===== src/design/kvpd_pkg.sv =====
package kvpd_pkg;

    localparam int MaxFields   = 128;
    localparam int MaxKeyBytes = 128;
    localparam int SlotBits    = $clog2(MaxFields);
    localparam int PosBits     = $clog2(MaxKeyBytes);

    localparam logic [1:0] KIND_KEY    = 2'd0;
    localparam logic [1:0] KIND_VALUE  = 2'd1;
    localparam logic [1:0] KIND_STATUS = 2'd2;

    localparam logic [2:0] ST_OK       = 3'd0;
    localparam logic [2:0] ST_EMPTY    = 3'd1;
    localparam logic [2:0] ST_TOO_LRG  = 3'd2;
    localparam logic [2:0] ST_BAD_ENT  = 3'd3;
    localparam logic [2:0] ST_BAD_KEY  = 3'd4;
    localparam logic [2:0] ST_BAD_ESC  = 3'd5;
    localparam logic [2:0] ST_LIMIT    = 3'd6;
    localparam logic [2:0] ST_DUP      = 3'd7;

    localparam logic REG_MAX_MSG = 1'b0;
    localparam logic REG_MAX_VAL = 1'b1;

    typedef struct packed {
        logic                cur_we;
        logic                store_we;
        logic [SlotBits-1:0] w_slot;
        logic [PosBits-1:0]  w_pos;
        logic [7:0]          w_byte;
        logic                len_we;
        logic [7:0]          len_wdata;
        logic [SlotBits-1:0] r_slot;
        logic [PosBits-1:0]  r_pos;
    } t_kmem_req;

    typedef struct packed {
        logic [7:0] len;
        logic [7:0] store_byte;
        logic [7:0] cur_byte;
    } t_kmem_rsp;

    typedef struct packed {
        logic [16:0] max_msg;
        logic [15:0] max_val;
    } t_cfg;

    function automatic logic is_hex(input logic [7:0] b);
        return (b >= "0" && b <= "9") || (b >= "a" && b <= "f") || (b >= "A" && b <= "F");
    endfunction

    function automatic logic [3:0] hex_nibble(input logic [7:0] b);
        logic [7:0] t;
        if (b >= "0" && b <= "9") t = b - 8'h30;
        else if (b >= "a" && b <= "f") t = b - 8'h57;
        else t = b - 8'h37;
        return t[3:0];
    endfunction

    function automatic logic key_char_ok(input logic [7:0] b);
        return (b >= "a" && b <= "z") || (b >= "0" && b <= "9") ||
               b == "_" || b == "-" || b == ".";
    endfunction

endpackage


===== src/design/kvpd_cfg.sv =====
module kvpd_cfg import kvpd_pkg::*; (
    input  logic        i_clk,
    input  logic        i_rst_n,
    input  logic        psel,
    input  logic        penable,
    input  logic        pwrite,
    input  logic [2:0]  paddr,
    input  logic [31:0] pwdata,
    output logic [31:0] prdata,
    output logic        pready,
    output t_cfg        o_cfg
);
    logic [16:0] r_max_msg;
    logic [15:0] r_max_val;

    always_ff @(posedge i_clk) begin
        if (!i_rst_n) begin
            r_max_msg <= 17'd65536;
            r_max_val <= 16'd32768;
        end else if (psel && penable && pwrite) begin
            if (paddr[2] == REG_MAX_MSG) r_max_msg <= pwdata[16:0];
            else r_max_val <= pwdata[15:0];
        end
    end

    assign pready = 1'b1;
    assign prdata = (paddr[2] == REG_MAX_MSG) ? {15'd0, r_max_msg} : {16'd0, r_max_val};
    assign o_cfg  = '{max_msg: r_max_msg, max_val: r_max_val};
endmodule


===== config.mk =====
export PLATFORM = sky130hd
export DESIGN_NAME = kvpd_cfg
export DESIGN_NICKNAME = d
export VERILOG_FILES = /design/src/design/kvpd_pkg.sv /design/src/design/kvpd_cfg.sv
export SDC_FILE = /design/constraint.sdc
export NUM_CORES = 1
export LEC_CHECK = 0
export ABC_CLOCK_PERIOD_IN_PS = 2750
export BUFFER_PORTS_ARGS = -buffer_cell sky130_fd_sc_hd__buf_2
export CORE_ASPECT_RATIO = 1.25
export CORE_UTILIZATION = 45
export DETAILED_ROUTE_END_ITERATION = 6
export GPL_ROUTABILITY_DRIVEN = 0
export PLACE_DENSITY = 0.82
export SLEW_MARGIN = 15
export SYNTH_ARGS = -nofsm -noshare
export SYNTH_HDL_FRONTEND = slang
export SYNTH_SLANG_ARGS = --single-unit

===== constraint.sdc =====
create_clock -name i_clk -period 2.75 [get_ports i_clk]
set_clock_uncertainty 0.1 [all_clocks]
set_input_delay 0.1375 -clock i_clk [delete_from_list [all_inputs] [get_ports i_clk]]
set_output_delay 0.1375 -clock i_clk [all_outputs]
set_load 0.005 [all_outputs]

== Word-level counts from Yosys, hierarchy flattened ==
Index checks and enable logic that the tools add are counted.
Operators by class
  mux-type cells: 1
  bitwise logic cells: 1
  reduce and logical (&&, ||, !) cells: 4
Operator list (number)
  2-to-1 mux 17 bit: 1
  AND reduction 2 bit: 2
  logical AND 1 bit: 2
  NOT 1 bit: 1
Word-level totals
  flip-flop bits (word level): 33
  output and inout port bits: 66

== Depth between registers and ports, before layout ==
  depth in word-level cells: 3
  gate-level depth with buffers: 5

== Worst setup path before layout ==
No wires, ideal clock.
  path kind: input-to-reg
  start point: input paddr[2]
  end point: register r_max_msg[2]
  library setup time: 0.072 ns
  arrival time: 0.949 ns
  slack: 1.630 ns
  cell stages on the path: 5
  path buffers: 3
  cells stage by stage: buf_6 -> and4b_1 -> buf_6 -> buf_12 -> mux2i_1
Between the ends
  word-level cells in the longest chain between the ends: 2
RTL lines
  start: declaration: RTL line kvpd_cfg.sv:7  | input logic [2:0] paddr,
  NOT 1 bit (no line)
  AND reduction 2 bit (no line)
  end signal: assignment: RTL line kvpd_cfg.sv:21  | if (paddr[2] == REG_MAX_MSG) r_max_msg <= pwdata[16:0];
  end: declaration: RTL line kvpd_cfg.sv:13  | logic [16:0] r_max_msg;
No other way between the ends.
A chain may end at the register's enable or synchronous reset.

== Worst setup path after layout ==
  start point: input paddr[2]
  end point: register r_max_msg[15]
The elaborated chain is that of the path after synthesis.

==> impl_results.md <==
- Run status: finished clean
- Crit end category: flip-flop
- Vias in the first global route: 1067
- PD cells: 480 mW/mm^2
- Final hold violations: 0
- Mean Syn Cell Area: 9.77 sq um
- Max-slew violations: 0
- Share of the yosys chip area belonging to registers: 41.0%
- Antenna violations before repair: 0
- Root Driver: clkbuf_8
- Post_cts resized: 0
- Largest area contributor in the netlist: dfxtp_1
- Synth unique cells: 13
- Setup CP Type: in2reg
- Crit path DAT: 1.62 ns
- Top Usage Layer GRT: met2
- Core footprint: 0.00331 sq mm
- Clk_lat worst skew: 0.27 ns
- Slew @ Worst Pin: 0.811 ns
- Reg2reg setup slack: 2.01 ns
- Nets: 272
- Post-Layout Cell Count: 269
- Placed Cells: 262
- Met1 GRT Util: 18.9%
- Most common cell after layout, fill and taps aside: buf_2
- Crit start category: input port
- Slowest stage delay, CP: 0.69 ns
- CTS tree: yes
- # H-tree levels: 2
- Worst-path fanout max: 19
- Die area: 0.00383 sq mm
- Post-synth top area share: 41.0%
- RSZ-0062 raised after global routing: false
- Slew margin rel.: 46.0%
- Initial core utilization: 48.7%
- HPWL reported at the end of detailed placement: 2220 um
- Largest net degree at the start of global routing: 52
- Worst path cell trace: buf_2 -> and4b_1 -> buf_4 -> mux2i_1
- Number of synthesis warnings: 0
- Tot GR Track Use: 16.8%
- Worst Hold Class: in2reg
- Vias: 1274
- Area Overhead vs Synth: 22.2%
- Tcrit/Tclk final: 55.1%
- CP delay by family, top: simple AND/OR/NAND/NOR gates
- Highest clock rate: 660 MHz
- CP Buf/Inv Count: 2
- Clock sink count: 33
- Setup Viol. Count Final: 0
- Rows: 23
- DRT Pass-1 Iters: 4
- Post-synthesis cell area: 0.00161 sq mm
- GR Util met3: 5.78%
- Most frequent cells in the layout: 72 x buf_2, 47 x nand2_1, 33 x mux2i_1, 33 x dfxtp_1
- I/O Buffers: 72
- Share of cells above drive strength 1: 41.4%
- P_leak: 0.00108 uW
- DRC: 0
- Clock-pin slew on the worst setup and hold paths: 0.06 ns
- Fin crit period: 1.51 ns
- Final antenna-violating net count: 0
- Inserted Clock Buffers: 5
- Hold Buf Count CTS: 0
- Setup TNS: 0 ns
- Gate Count Post-Synth: 165
- Maximum clock path buffer count: 2
- WL/cell: 11.7 um
- Critical Path Slowest Stage Cell: and4b_1
- Total gr overflow: 0
- Fill count: 305
- DR iter-0 viols: 30
- Post-CTS setup buffers: 0
- Mean number of vias per cell: 4.74
- Met2 GRT Util: 29.4%
- IO Count: 106
- Worst Path Required: 2.85 ns
- Die width: 55.5 um
- Max cap viols: 0
- Top post-synthesis cells by area: dfxtp_1 41%, mux2i_1 20%, mux2_2 11%
- Yosys reg bits: 33
- Ant diodes: 0
- Routed WL: 3150 um
- First-pass GRT wire length: 4850 um
- Max IR drop VDD: 368 uV
- Chip height: 68.9 um
[worst paths after layout]
kind,from,endpoint,cells after the start
max,paddr[2],r_max_msg[15],4
min reg2reg,r_max_msg[8],r_max_msg[8],2
max reg2reg,r_max_msg[15],r_max_msg[15],2
min,pwdata[16],r_max_msg[16],3
[final cells by class]
type	count	area (sq um)	area share, %
repair buffers	73	368	18.7
multi-input cells	119	810	41.1
well taps	37	46.3	2.35
flip-flops and latches	33	661	33.5
clock buffers	7	86.3	4.38
[sequential cells by signal, summed over array words and instances, names as in the netlist]
name       cells
r_max_val     16
r_max_msg     17
[cell families (layout without fill, tap and decap cells)]
| logic type | after synthesis | in the layout | share of synthesized area, % |
|---|---|---|---|
| flops | 33 | 33 | 41.0 |
| simple gates | 54 | 54 | 14.8 |
| mux | 49 | 49 | 31.7 |
| buf+inv | 27 | 80 | 12.1 |
| other cells | 2 | 16 | 0.466 |
[cell usage after synthesis]
library cell,count
and4b_1,1
buf_12,1
buf_2,2
buf_4,16
buf_6,2
clkbuf_1,6
conb_1,2
dfxtp_1,33
mux2_2,16
mux2i_1,33
nand2_1,47
nand4_4,1
nor2b_1,5
[per-stage QoR]
step	cell area, sq um	hold slack, ns	utilization [%]	setup slack (ns)	power (uW)
6_report	1970	0.0196	59.5	1.24	946
5_1_grt	1970	0.0268	59.5	1.12	997
4_1_cts	1970	0.0179	59.5	1.22	959
3_5_place_dp	1880	0.310	56.9	0.934	604
3_3_place_gp	1880	0.300	56.9	0.949	602
2_1_floorplan	1670	0.180	-	1.63	583
[metal layers]
| layer | part of all wire [%] | up-vias | wire, um |
|---|---|---|---|
| met5 | 0 | - | 0 |
| met4 | 1.9 | 0 | 59 |
| met3 | 6.2 | 5 | 196 |
| met2 | 50 | 54 | 1590 |
| met1 | 41 | 571 | 1310 |
| li1 | - | 644 | - |
[report_power, final]
part           total, uW  leakage, uW  internal, uW  switching (uW)
Clock                354    0.0000443           198             155
Combinational       96.4     0.000764          44.9            51.5
Sequential           496     0.000267           489            6.94
Total                946      0.00108           732             214
[tightest hold or removal path: stages]
cell     delay, ns
buf_2         0.07
nor2b_1       0.03
mux2i_1       0.11
Power figures use the tool's default switching activity.
